==> src/rtl/bsra_pkg.sv <==
`timescale 1ns / 1ps
// ----------------------------------------------------------------------------
// bsra_pkg
// Shared types for the safe resource allocator: opcodes, status codes,
// controller states and the command and status bundles.
// ----------------------------------------------------------------------------
package bsra_pkg;

    typedef enum logic [2:0] {
        OP_REQUEST    = 3'd0,
        OP_RELEASE    = 3'd1,
        OP_LOAD_MAX   = 3'd2,
        OP_LOAD_ALLOC = 3'd3,
        OP_LOAD_AVAIL = 3'd4,
        OP_QUERY      = 3'd5
    } t_opcode;

    typedef enum logic [2:0] {
        ST_OK          = 3'd0,
        ST_BAD_CUST    = 3'd1,
        ST_OVER_NEED   = 3'd2,
        ST_SHORT       = 3'd3,
        ST_ROLLED_BACK = 3'd4,
        ST_BAD_RELEASE = 3'd5,
        ST_LOAD_REJECT = 3'd6,
        ST_UNSAFE      = 3'd7
    } t_status;

    typedef enum logic [2:0] {
        S_IDLE,
        S_DECODE,
        S_START,
        S_SCAN,
        S_ROLLBACK,
        S_OUT
    } t_state;

    typedef struct packed {
        logic       capture;
        logic       wr_avail;
        logic       commit_req;
        logic       rollback;
        logic       do_release;
        logic       wr_max;
        logic       wr_alloc;
        logic       scan_init;
        logic       scan_step;
        logic       out_load;
        t_status    out_status;
        logic       out_last;
        logic       out_seq;
        logic [3:0] seq_idx;
    } t_dp_cmd;

    typedef struct packed {
        t_opcode op;
        logic    cust_ok;
        logic    over_need;
        logic    short_av;
        logic    bad_rel;
        logic    max_rej;
        logic    alloc_rej;
        logic    scan_end;
        logic    safe;
        logic    stuck;
        logic    out_last;
    } t_dp_stat;

endpackage

==> src/rtl/bsra_datapath.sv <==
`timescale 1ns / 1ps
// ----------------------------------------------------------------------------
// bsra_datapath
// Holds the maximum, allocation and available tables, the safety check
// scratch state, the safe sequence and the output register.
// ----------------------------------------------------------------------------
module bsra_datapath #(
    parameter int CUSTOMERS    = 8,
    parameter int AMOUNT_WIDTH = 8
) (
    input  logic               i_clk,
    input  logic               i_rst_n,
    input  logic [2:0]         i_opcode,
    input  logic [3:0]         i_customer,
    input  logic [7:0]         i_amount_0,
    input  logic [7:0]         i_amount_1,
    input  logic [7:0]         i_amount_2,
    input  bsra_pkg::t_dp_cmd  i_cmd,
    output bsra_pkg::t_dp_stat o_stat,
    output logic [2:0]         o_status,
    output logic [3:0]         o_seq_customer,
    output logic               o_last
);
    localparam int CW = $clog2(CUSTOMERS);
    localparam int DW = $clog2(CUSTOMERS + 1);
    localparam int AW = AMOUNT_WIDTH;
    localparam int WW = AW + DW;

    bsra_pkg::t_opcode r_op;
    logic [3:0]        r_cust;
    logic [AW-1:0]     r_amt   [3];
    logic [AW-1:0]     r_max   [CUSTOMERS][3];
    logic [AW-1:0]     r_alloc [CUSTOMERS][3];
    logic [AW-1:0]     r_avail [3];
    logic [WW-1:0]     r_work  [3];
    logic [CUSTOMERS-1:0] r_fin;
    logic [CW-1:0]     r_order [CUSTOMERS];
    logic [DW-1:0]     r_done;
    logic [CW-1:0]     r_c;
    logic              r_prog;
    bsra_pkg::t_status r_ostatus;
    logic [3:0]        r_oseq;
    logic              r_olast;

    logic [CW-1:0] ra;
    logic [CW-1:0] cidx;
    logic [AW-1:0] need [3];
    logic [AW:0]   rel_sum [3];
    logic fits, fits_now, prog_n;
    logic over_need, short_av, bad_rel, max_rej, alloc_rej;
    logic [DW-1:0] done_n;

    assign cidx = r_cust[CW-1:0];
    assign ra   = i_cmd.scan_step ? r_c : cidx;

    always_comb begin
        fits      = 1'b1;
        over_need = 1'b0;
        short_av  = 1'b0;
        bad_rel   = 1'b0;
        max_rej   = 1'b0;
        alloc_rej = 1'b0;
        for (int k = 0; k < 3; k++) begin
            need[k]    = r_max[ra][k] - r_alloc[ra][k];
            rel_sum[k] = {1'b0, r_avail[k]} + {1'b0, r_amt[k]};
            if (WW'(need[k]) > r_work[k]) fits = 1'b0;
            if (r_amt[k] > need[k]) over_need = 1'b1;
            if (r_amt[k] > r_avail[k]) short_av = 1'b1;
            if (r_amt[k] > r_alloc[ra][k]) bad_rel = 1'b1;
            if (r_amt[k] < r_alloc[ra][k]) max_rej = 1'b1;
            if (r_amt[k] > r_max[ra][k]) alloc_rej = 1'b1;
        end
        fits_now = fits && !r_fin[r_c];
        done_n   = r_done + DW'(fits_now);
        prog_n   = r_prog | fits_now;
    end

    always_comb begin
        o_stat.op        = r_op;
        o_stat.cust_ok   = {1'b0, r_cust} < 5'(CUSTOMERS);
        o_stat.over_need = over_need;
        o_stat.short_av  = short_av;
        o_stat.bad_rel   = bad_rel;
        o_stat.max_rej   = max_rej;
        o_stat.alloc_rej = alloc_rej;
        o_stat.scan_end  = r_c == CW'(CUSTOMERS - 1);
        o_stat.safe      = done_n == DW'(CUSTOMERS);
        o_stat.stuck     = !prog_n;
        o_stat.out_last  = r_olast;
    end

    always_ff @(posedge i_clk) begin
        if (!i_rst_n) begin
            for (int c = 0; c < CUSTOMERS; c++) begin
                for (int k = 0; k < 3; k++) begin
                    r_max[c][k]   <= '0;
                    r_alloc[c][k] <= '0;
                end
            end
            for (int k = 0; k < 3; k++) begin
                r_avail[k] <= '0;
                r_work[k]  <= '0;
            end
            r_fin  <= '0;
            r_done <= '0;
            r_c    <= '0;
            r_prog <= 1'b0;
        end else begin
            if (i_cmd.wr_avail) begin
                for (int k = 0; k < 3; k++) r_avail[k] <= r_amt[k];
            end
            if (i_cmd.commit_req) begin
                for (int k = 0; k < 3; k++) begin
                    r_avail[k]       <= r_avail[k] - r_amt[k];
                    r_alloc[cidx][k] <= r_alloc[cidx][k] + r_amt[k];
                end
            end
            if (i_cmd.rollback) begin
                for (int k = 0; k < 3; k++) begin
                    r_avail[k]       <= r_avail[k] + r_amt[k];
                    r_alloc[cidx][k] <= r_alloc[cidx][k] - r_amt[k];
                end
            end
            if (i_cmd.do_release) begin
                for (int k = 0; k < 3; k++) begin
                    r_alloc[cidx][k] <= r_alloc[cidx][k] - r_amt[k];
                    r_avail[k]       <= rel_sum[k][AW] ? '1 : rel_sum[k][AW-1:0];
                end
            end
            if (i_cmd.wr_max) begin
                for (int k = 0; k < 3; k++) r_max[cidx][k] <= r_amt[k];
            end
            if (i_cmd.wr_alloc) begin
                for (int k = 0; k < 3; k++) r_alloc[cidx][k] <= r_amt[k];
            end
            if (i_cmd.scan_init) begin
                for (int k = 0; k < 3; k++) r_work[k] <= WW'(r_avail[k]);
                r_fin  <= '0;
                r_done <= '0;
                r_c    <= '0;
                r_prog <= 1'b0;
            end
            if (i_cmd.scan_step) begin
                if (fits_now) begin
                    for (int k = 0; k < 3; k++) begin
                        r_work[k] <= r_work[k] + WW'(r_alloc[r_c][k]);
                    end
                    r_fin[r_c] <= 1'b1;
                end
                r_done <= done_n;
                r_c    <= o_stat.scan_end ? '0 : r_c + CW'(1);
                r_prog <= o_stat.scan_end ? 1'b0 : prog_n;
            end
        end
    end

    always_ff @(posedge i_clk) begin
        if (i_cmd.capture) begin
            r_op   <= bsra_pkg::t_opcode'(i_opcode);
            r_cust <= i_customer;
            r_amt[0] <= AW'(i_amount_0);
            r_amt[1] <= AW'(i_amount_1);
            r_amt[2] <= AW'(i_amount_2);
        end
        if (i_cmd.scan_step && fits_now) begin
            r_order[r_done[CW-1:0]] <= r_c;
        end
        if (i_cmd.out_load) begin
            r_ostatus <= i_cmd.out_status;
            r_olast   <= i_cmd.out_last;
            r_oseq    <= i_cmd.out_seq ? 4'(r_order[i_cmd.seq_idx[CW-1:0]]) : 4'd0;
        end
    end

    assign o_status       = r_ostatus;
    assign o_seq_customer = r_oseq;
    assign o_last         = r_olast;

endmodule

==> src/rtl/bsra_ctrl.sv <==
`timescale 1ns / 1ps
// ----------------------------------------------------------------------------
// bsra_ctrl
// Controller state machine: decodes an operation, runs the safety scans,
// rolls back refused requests and hands out result beats.
// ----------------------------------------------------------------------------
module bsra_ctrl #(
    parameter int CUSTOMERS = 8
) (
    input  logic               i_clk,
    input  logic               i_rst_n,
    input  logic               i_valid,
    input  logic               i_stall,
    input  bsra_pkg::t_dp_stat i_stat,
    output bsra_pkg::t_dp_cmd  o_cmd,
    output logic               o_busy,
    output logic               o_valid
);
    bsra_pkg::t_state r_state, n_state;
    logic [3:0]       r_idx, n_idx;

    always_ff @(posedge i_clk) begin
        if (!i_rst_n) begin
            r_state <= bsra_pkg::S_IDLE;
            r_idx   <= '0;
        end else begin
            r_state <= n_state;
            r_idx   <= n_idx;
        end
    end

    always_comb begin
        n_state = r_state;
        n_idx   = r_idx;
        o_cmd   = '0;
        unique case (r_state)
            bsra_pkg::S_IDLE: begin
                if (i_valid) begin
                    o_cmd.capture = 1'b1;
                    n_state       = bsra_pkg::S_DECODE;
                end
            end
            bsra_pkg::S_DECODE: begin
                o_cmd.out_last   = 1'b1;
                o_cmd.out_status = bsra_pkg::ST_OK;
                n_state          = bsra_pkg::S_OUT;
                unique case (i_stat.op) inside
                    bsra_pkg::OP_LOAD_AVAIL: begin
                        o_cmd.wr_avail = 1'b1;
                        o_cmd.out_load = 1'b1;
                    end
                    bsra_pkg::OP_QUERY: begin
                        o_cmd.scan_init = 1'b1;
                        n_state         = bsra_pkg::S_SCAN;
                    end
                    bsra_pkg::OP_REQUEST, bsra_pkg::OP_RELEASE,
                    bsra_pkg::OP_LOAD_MAX, bsra_pkg::OP_LOAD_ALLOC: begin
                        o_cmd.out_load = 1'b1;
                        if (!i_stat.cust_ok) begin
                            o_cmd.out_status = bsra_pkg::ST_BAD_CUST;
                        end else begin
                            unique case (i_stat.op)
                                bsra_pkg::OP_REQUEST: begin
                                    if (i_stat.over_need) begin
                                        o_cmd.out_status = bsra_pkg::ST_OVER_NEED;
                                    end else if (i_stat.short_av) begin
                                        o_cmd.out_status = bsra_pkg::ST_SHORT;
                                    end else begin
                                        o_cmd.out_load   = 1'b0;
                                        o_cmd.commit_req = 1'b1;
                                        n_state          = bsra_pkg::S_START;
                                    end
                                end
                                bsra_pkg::OP_RELEASE: begin
                                    if (i_stat.bad_rel) begin
                                        o_cmd.out_status = bsra_pkg::ST_BAD_RELEASE;
                                    end else begin
                                        o_cmd.do_release = 1'b1;
                                    end
                                end
                                bsra_pkg::OP_LOAD_MAX: begin
                                    if (i_stat.max_rej) begin
                                        o_cmd.out_status = bsra_pkg::ST_LOAD_REJECT;
                                    end else begin
                                        o_cmd.wr_max = 1'b1;
                                    end
                                end
                                default: begin
                                    if (i_stat.alloc_rej) begin
                                        o_cmd.out_status = bsra_pkg::ST_LOAD_REJECT;
                                    end else begin
                                        o_cmd.wr_alloc = 1'b1;
                                    end
                                end
                            endcase
                        end
                    end
                    default: begin
                        n_state = bsra_pkg::S_IDLE;
                    end
                endcase
            end
            bsra_pkg::S_START: begin
                o_cmd.scan_init = 1'b1;
                n_state         = bsra_pkg::S_SCAN;
            end
            bsra_pkg::S_SCAN: begin
                o_cmd.scan_step = 1'b1;
                if (i_stat.scan_end) begin
                    if (i_stat.safe) begin
                        o_cmd.out_load   = 1'b1;
                        o_cmd.out_status = bsra_pkg::ST_OK;
                        n_state          = bsra_pkg::S_OUT;
                        if (i_stat.op == bsra_pkg::OP_QUERY) begin
                            o_cmd.out_seq  = 1'b1;
                            o_cmd.seq_idx  = '0;
                            o_cmd.out_last = CUSTOMERS == 1;
                            n_idx          = '0;
                        end else begin
                            o_cmd.out_last = 1'b1;
                        end
                    end else if (i_stat.stuck) begin
                        if (i_stat.op == bsra_pkg::OP_QUERY) begin
                            o_cmd.out_load   = 1'b1;
                            o_cmd.out_status = bsra_pkg::ST_UNSAFE;
                            o_cmd.out_last   = 1'b1;
                            n_state          = bsra_pkg::S_OUT;
                        end else begin
                            n_state = bsra_pkg::S_ROLLBACK;
                        end
                    end
                end
            end
            bsra_pkg::S_ROLLBACK: begin
                o_cmd.rollback   = 1'b1;
                o_cmd.out_load   = 1'b1;
                o_cmd.out_status = bsra_pkg::ST_ROLLED_BACK;
                o_cmd.out_last   = 1'b1;
                n_state          = bsra_pkg::S_OUT;
            end
            bsra_pkg::S_OUT: begin
                if (!i_stall) begin
                    if (i_stat.out_last) begin
                        n_state = bsra_pkg::S_IDLE;
                    end else begin
                        n_idx            = r_idx + 4'd1;
                        o_cmd.out_load   = 1'b1;
                        o_cmd.out_status = bsra_pkg::ST_OK;
                        o_cmd.out_seq    = 1'b1;
                        o_cmd.seq_idx    = n_idx;
                        o_cmd.out_last   = n_idx == 4'(CUSTOMERS - 1);
                    end
                end
            end
            default: begin
                n_state = bsra_pkg::S_IDLE;
            end
        endcase
    end

    assign o_busy  = r_state != bsra_pkg::S_IDLE;
    assign o_valid = r_state == bsra_pkg::S_OUT;

endmodule

==> src/rtl/bankers_safe_resource_allocator.sv <==
`timescale 1ns / 1ps
// ----------------------------------------------------------------------------
// bankers_safe_resource_allocator
// Deadlock-avoidance allocator for three resource types with a safety
// check made of repeated in-order scans over the customers.
//
//   channel  valid    stall    payload
//   input    i_valid  o_stall  i_opcode i_customer i_amount_0..2
//   output   o_valid  i_stall  o_status o_seq_customer o_last
//
// A load or release is captured, decoded and answered with one output beat.
// A request adds a start state for the check, then up to CUSTOMERS scans over
// all customers, one customer tested per cycle, and a rollback state for a
// refused request. A query runs the same scans without the start state and
// gives CUSTOMERS beats when safe. Synchronous reset clears all tables.
// A new beat is taken in the cycle after the last result is taken.
// ----------------------------------------------------------------------------
module bankers_safe_resource_allocator #(
    parameter int CUSTOMERS    = 8,
    parameter int AMOUNT_WIDTH = 8
) (
    input  logic       i_clk,
    input  logic       i_rst_n,
    input  logic       i_valid,
    output logic       o_stall,
    input  logic [2:0] i_opcode,
    input  logic [3:0] i_customer,
    input  logic [7:0] i_amount_0,
    input  logic [7:0] i_amount_1,
    input  logic [7:0] i_amount_2,
    output logic       o_valid,
    input  logic       i_stall,
    output logic [2:0] o_status,
    output logic [3:0] o_seq_customer,
    output logic       o_last
);
    bsra_pkg::t_dp_cmd  cmd;
    bsra_pkg::t_dp_stat stat;

    bsra_ctrl #(
        .CUSTOMERS(CUSTOMERS)
    ) u_ctrl (
        .i_clk   (i_clk),
        .i_rst_n (i_rst_n),
        .i_valid (i_valid),
        .i_stall (i_stall),
        .i_stat  (stat),
        .o_cmd   (cmd),
        .o_busy  (o_stall),
        .o_valid (o_valid)
    );

    bsra_datapath #(
        .CUSTOMERS   (CUSTOMERS),
        .AMOUNT_WIDTH(AMOUNT_WIDTH)
    ) u_datapath (
        .i_clk          (i_clk),
        .i_rst_n        (i_rst_n),
        .i_opcode       (i_opcode),
        .i_customer     (i_customer),
        .i_amount_0     (i_amount_0),
        .i_amount_1     (i_amount_1),
        .i_amount_2     (i_amount_2),
        .i_cmd          (cmd),
        .o_stat         (stat),
        .o_status       (o_status),
        .o_seq_customer (o_seq_customer),
        .o_last         (o_last)
    );

endmodule

==> config.mk <==
export PLATFORM = sky130hd
export DESIGN_NAME = bankers_safe_resource_allocator
export DESIGN_NICKNAME = d
export VERILOG_FILES = /design/src/rtl/bsra_pkg.sv /design/src/rtl/bsra_datapath.sv /design/src/rtl/bsra_ctrl.sv /design/src/rtl/bankers_safe_resource_allocator.sv
export SDC_FILE = /design/constraint.sdc
export NUM_CORES = 1
export LEC_CHECK = 0
export BUFFER_PORTS_ARGS = -buffer_cell sky130_fd_sc_hd__buf_2
export CORE_MARGIN = 4
export CORE_UTILIZATION = 45
export CTS_CLUSTER_DIAMETER = 60
export DETAILED_ROUTE_END_ITERATION = 10
export PLACE_DENSITY_LB_ADDON = 0.12
export SLEW_MARGIN = 10
export SYNTH_ARGS = -nofsm -noshare
export SYNTH_HDL_FRONTEND = slang
export SYNTH_SLANG_ARGS = --single-unit
==> constraint.sdc <==
create_clock -name i_clk -period 10.3 [get_ports i_clk]
set_clock_uncertainty 0.2 [all_clocks]
set_input_delay 1.03 -clock i_clk [delete_from_list [all_inputs] [get_ports i_clk]]
set_output_delay 1.03 -clock i_clk [all_outputs]
set_load 0.005 [all_outputs]
==> run metrics, run 1 <==
status complete, no violations; Int Pwr 4.73 mW; sequential-to-total area share from yosys stat 0.465; worst slew pin tran 1.08 ns; max cap viols 0; worst endpoint required time 10.34 ns; # rows 100; CTS tree built; clock network power share 0.357; CTS resizes 0; DR pass1 iterations 5; Avg WL per Cell 26.7 um; 1st-iter DRT viols 2231; final wirelength 103000 um; final setup margin 1.55 ns; Comb pwr share 0.273; HP Start u_datapath.r_fin[5]$_SDFF_PN0_; EDFF count, synth 506; max-slew violation count 0; Placer Congestion 0.893; Syn Inst Count 2807; cts bufs inserted 70; Warnings, synthesis 0; Peak VDD IR 0.000181 V; first-pass GRT wire length 153000 um; crit start category register; GR Overflow Total 0; Post-Syn Area per Cell 12.1 um^2; Synth cell types 85; net count after synthesis 3097; top_reg_cell synth edfxtp_1; final hold vios 0; fmax 0.114 GHz; vias in the first global route 24074; post-DR vias/cell 6.17; Cell Pwr Density 186 nW/um^2; ranking of synthesized cells by area edfxtp_1, mux4_2, ha_1; Area Overhead vs Synth 11.2%; port bufs 43; clk slew on worst S/H paths 0.06 ns; total track usage 0.259; layout cells sized above 1 0.181; Period minus WS final 8.75 ns; Max-slew headroom 0.265; die area 79900 um^2; Final setup viols 0; async set-reset flop share out of synthesis 0; setup bufs post-CTS 0; hold path cells 2; via count 23804; Worst-Skew Late Latency 0.63 ns; RR Endpoint u_datapath.r_alloc[0][21]$_SDFFCE_PN0P_; Synth Register Bits 535; Die Ht 283 um; post-synth top area share 0.448; FF-to-FF path depth 27; NumNets Final 3118; crit share post-route 0.850; total leakage power 15.1 nW; CTS sink count 535; leading area contributor after synthesis edfxtp_1; CTS Buffer Depth 3; post-DP HPWL 71500 um; Starting Density 0.455; Setup WS pre-CTS 1.61 ns; Die Wd 283 um; R2R Setup Slk 1.55 ns; Crit. End Element register; Reg power frac 0.370; Hold Buf Count CTS 0; Reg2Reg Launch Point u_ctrl.r_state[0]$_SDFFE_PN0P_; antenna violations before repair 1; RSZ-0062 raised after global routing false; Sum Neg Setup Slack 0 ns; final total power 7.03 mW; crit path max fanout 48; Root Buffer clkbuf_16; Routed Antenna Nets 0; critical path class reg -> reg; worst path arrival time 8.79 ns; area of the core 74600 um^2; Switching Fraction 0.326; largest net degree at the start of global routing 97; mapped cell area 33900 um^2; Hold Crit Class reg -> reg; DRC violations left 0; CTS H-tree depth 3; Min-Delay Endpoint u_datapath.r_fin[5]$_SDFF_PN0_; io pins 45; Psw 2.29 mW
state kept, by name (all words and copies together) (netlist names), 3 cells and up, named ones only:
register,flops
u_datapath.r_avail,24
u_datapath.r_done,4
u_datapath.r_cust,4
u_datapath.r_max,192
u_datapath.o_seq_customer,3
u_datapath.r_order,24
u_datapath.r_amt,24
u_datapath.r_work,36
u_datapath.r_alloc,192
u_ctrl.r_state,3
u_datapath.r_c,3
u_datapath.r_op,3
u_ctrl.r_idx,4
u_datapath.r_fin,8
u_datapath.o_status,3
layer usage:
metal	track usage	vias to the layer above	share of wire
met5	0	-	0
met4	0.0877	0	0.035
met3	0.0647	193	0.086
met2	0.409	968	0.45
met1	0.354	12038	0.42
li1	-	10605	-
worst max-delay path by stage:
stage	from	to	slack (ns)	cells past startpoint
global route	u_ctrl.r_state[0]$_SDFFE_PN0P_	u_datapath.r_alloc[0][10]$_SDFFCE_PN0P_	1.10	28
detailed placement	u_ctrl.r_state[0]$_SDFFE_PN0P_	u_datapath.r_alloc[0][5]$_SDFFCE_PN0P_	1.61	28
global placement	u_ctrl.r_state[0]$_SDFFE_PN0P_	u_datapath.r_alloc[5][23]$_SDFFCE_PN0P_	1.82	27
floorplan	u_ctrl.r_state[2]$_SDFFE_PN0P_	u_datapath.r_alloc[6][0]$_SDFFCE_PN0P_	2.92	32
finish	u_ctrl.r_state[0]$_SDFFE_PN0P_	u_datapath.r_alloc[0][21]$_SDFFCE_PN0P_	1.55	27
CTS	u_ctrl.r_state[0]$_SDFFE_PN0P_	u_datapath.r_alloc[5][18]$_SDFFCE_PN0P_	1.56	27
critical path, cell delays in order (launching register included):
cell and delay [ns]:
dfxtp_1 0.52, nor2b_2 0.26, and2_1 0.50, nor2_1 0.14, a21oi_4 0.21, buf_12 0.36, mux4_2 0.59, mux2i_1 0.58
ha_1 0.38, o21ai_0 0.09, nand2b_1 0.11, a21o_1 0.18, a21o_1 0.19, a21o_1 0.17, a21o_1 0.18, xor2_1 0.23
inv_1 0.08, ha_1 0.31, and4_1 0.22, a221o_1 0.31, a211oi_2 0.36, nand4_1 0.31, nand2_2 0.22, nor2_2 0.13
buf_4 0.24, or2_1 0.24, buf_4 0.19, nand2_1 0.76
synth_stat cells, drive strengths merged (51+ instances only):
cell      n
a21oi   146
and2     55
and3    152
buf      58
clkbuf  104
edfxtp  506
ha      237
inv     175
mux2i    82
mux4    194
nand2   115
nor2    290
o21ai    86
xnor2    51
cell type report:
| type | count | area (um^2) |
|---|---|---|
| multi-input cells | 1934 | 16900 |
| flip-flops and latches | 535 | 15800 |
| inverters | 176 | 661 |
| diodes | 2 | 5.00 |
| well taps | 969 | 1210 |
| repair buffers | 111 | 776 |
| fillers | 6530 | 36800 |
| clock buffers | 78 | 1800 |
| clock inverters | 52 | 574 |
cell usage in the layout, fill, tap and decap left out, types with 47 or more instances in the layout:
cell type    n
and3_1     152
clkbuf_16   71
inv_1      175
and2_1      54
mux2i_1     79
a21o_1      48
nand2_1    109
mux4_2     194
o21ai_0     70
buf_4       64
nor2_1     284
ha_1       237
a21oi_1    142
xnor2_1     51
mux2_2      47
edfxtp_1   506
through the flow:
| stage | hold WS [ns] | area (um^2) | instances | util |
|---|---|---|---|---|
| after floorplan | 0.220 | 33900 | 2807 | - |
| after global placement | 0.235 | 35400 | 3725 | 0.474 |
| after detailed placement | 0.241 | 35400 | 3725 | 0.474 |
| after CTS | 0.255 | 37700 | 3855 | 0.506 |
| after global routing | 0.288 | 37700 | 3855 | 0.506 |
| final | 0.253 | 37700 | 3857 | 0.506 |
logic make-up after synthesis:
| kind of cell | synth area share |
|---|---|
| simple gates | 0.122 |
| flops | 0.465 |
| compound gates | 0.0857 |
| buf+inv | 0.0398 |
| mux | 0.169 |
| fa+ha+maj | 0.0980 |
| xor+xnor | 0.0201 |
| other cells | 0.000110 |
power groups by stage:
stage	clock (mW)	sequential (mW)	combinational, mW
2_1_floorplan	0	2.58	1.35
3_3_place_gp	0	2.63	1.85
3_5_place_dp	0	2.64	1.89
4_1_cts	2.55	2.60	1.90
5_1_grt	2.65	2.61	2.11
6_report	2.51	2.60	1.92
No activity file was read; power rests on OpenSTA's default activity.
==> run 2: changes to the inputs <==
==> constraint.sdc (replaced) <==
create_clock -name i_clk -period 7.1 [get_ports i_clk]
set_clock_uncertainty 0.2 [all_clocks]
set_input_delay 0.71 -clock i_clk [delete_from_list [all_inputs] [get_ports i_clk]]
set_output_delay 0.71 -clock i_clk [all_outputs]
set_load 0.005 [all_outputs]
==> run 2 against run 1 <==
Sequential power up 45%; cell count grew 2.9%; final area grew 3.1%; die area unchanged; maximum frequency up 28%; hold slack got worse by 0.17 ns; critical path type unchanged; critical endpoint is now u_datapath.o_last$_DFFE_PP_.
==> run metrics, run 2 (synthesis results as in run 1) <==
Final setup viols 0; max-slew violation count 0; total leakage power 15.8 nW; via count 24370; n_diodes 0; Starting Density 0.455; Placed Cells incl. Taps 3821; Crit. End Element register; final total power 10.3 mW; CTS tree built; port bufs 43; GR Overflow Total 0; Worst-Skew Late Latency 0.61 ns; Max-slew headroom 0.362; antenna violations before repair 0; final hold vios 0; Area Overhead vs Synth 14.6%; DRC violations left 0; Avg WL per Cell 26.5 um; crit path to u_datapath.o_last$_DFFE_PP_; post-DR vias/cell 6.14; NumNets Final 3231; worst slew pin tran 0.957 ns; crit path max fanout 7; fmax 0.147 GHz; first-pass GRT wire length 156000 um; crit start category register; max cap viols 0; most frequent cells in the layout edfxtp_1, nor2_1, ha_1, mux4_2, inv_1; crit share post-route 0.961; Reg2Reg Launch Point u_ctrl.r_state[0]$_SDFFE_PN0P_; clk slew on worst S/H paths 0.06 ns; crit path launch u_ctrl.r_state[0]$_SDFFE_PN0P_; Peak VDD IR 0.000160 V; CTS H-tree depth 3; CTS sink count 535; DR pass1 iterations 8; total track usage 0.262; largest net degree at the start of global routing 59; Die Wd 283 um; most numerous cell on the critical path a21o_1; Die Ht 283 um; FF-to-FF path depth 34; CP max-delay cell mux4_2; Placer Congestion 0.918; Routed Antenna Nets 0; Hold Crit Class in -> reg; Stages on worst setup path 34; R2R Setup Slk 0.28 ns; post-DP HPWL 72700 um; Cell Pwr Density 264 nW/um^2; CTS Buffer Depth 3; cts bufs inserted 70; io pins 45; area of the core 74600 um^2; 1st-iter DRT viols 2692; non-filler cells, final 3967; critical path class reg -> reg; worst endpoint required time 7.24 ns; Period minus WS final 6.82 ns; vias in the first global route 24177; RR Endpoint u_datapath.o_last$_DFFE_PP_; biggest regs u_datapath.r_alloc x192, u_datapath.r_max x192, u_datapath.r_work x36; Crit path max-delay family compound AO/OA/AOI/OAI gates; status complete, no violations; Hold Buf Count CTS 0; most common cell after layout, fill and taps aside edfxtp_1; layout cells sized above 1 0.216; final wirelength 105000 um; max incr delay on CP 0.48 ns; Root Buffer clkbuf_16; # rows 100; die area 79900 um^2; worst path arrival time 6.97 ns; Worst Path Buf+Inv 4
==> run 2: per-stage QoR <==
step / hold slack (ns) / setup WS (ns) / util / area, um^2 / TNS (ns)
5_1_grt: 0.0526 / -0.0827 / 0.522 / 38900 / -0.425
3_3_place_gp: 0.230 / -0.109 / 0.487 / 36300 / -1.46
3_5_place_dp: 0.243 / -0.167 / 0.487 / 36300 / -2.97
6_report: 0.0799 / 0.277 / 0.522 / 38900 / 0
4_1_cts: 0.0449 / 0.00556 / 0.519 / 38700 / 0
2_1_floorplan: 0.220 / 0.0377 / - / 34000 / 0
==> run 2: cell type report <==
class                           count  area (um^2)
Fill cell                        6349        35700
Multi-Input combinational cell   1934        17100
Sequential cell                   535        15800
Timing Repair Buffer              224         1920
Clock buffer                       90         1890
Tap cell                          969         1210
Inverter                          176          661
Clock inverter                     39          397
==> run 2: layer usage <==
metal,GRT usage,vias to the layer above,part of all wire
met2,0.422,1028,0.47
li1,-,10837,-
met3,0.0398,163,0.076
met4,0.0731,0,0.030
met1,0.372,12342,0.43
met5,0,-,0
==> run 2: timing repair <==
item,4_1_cts,5_1_grt
pin swaps,3,8
endpoints found under the setup margin,39,377
setup buffers,4,12
gates cloned,0,1
resized for setup,3,29
==> run 2: worst register-to-register path, delay by kind of cell, from the launching register on <==
family	cells	cell delay [ns]
AO/OA/AOI/OAI	12	2.00
AND/OR/NAND/NOR	11	1.66
buffers and inverters	4	0.66
adder cells (fa/ha/maj)	3	0.75
multiplexers	2	0.63
XOR/XNOR	2	0.34
flip-flops	1	0.32
==> run 2: power breakdown <==
| group | internal (mW) | switching (mW) | total (mW) |
|---|---|---|---|
| logic | 1.23 | 1.70 | 2.93 |
| registers | 3.61 | 0.164 | 3.77 |
| clock network | 2.10 | 1.46 | 3.56 |
| total | 6.93 | 3.33 | 10.3 |
==> run 2: worst min-delay path by stage <==
stage / from / end / slack (ns) / cells after the start
finish: i_amount_1[1] / u_datapath.r_amt[0][9]$_DFFE_PP_ / 0.08 / 1
global route: i_amount_2[0] / u_datapath.r_amt[0][16]$_DFFE_PP_ / 0.05 / 1
CTS: i_amount_2[0] / u_datapath.r_amt[0][16]$_DFFE_PP_ / 0.04 / 1
detailed placement: u_datapath.r_fin[7]$_SDFF_PN0_ / u_datapath.r_fin[7]$_SDFF_PN0_ / 0.24 / 2
global placement: u_datapath.r_fin[7]$_SDFF_PN0_ / u_datapath.r_fin[7]$_SDFF_PN0_ / 0.23 / 2
floorplan: u_datapath.r_fin[5]$_SDFF_PN0_ / u_datapath.r_fin[5]$_SDFF_PN0_ / 0.22 / 2
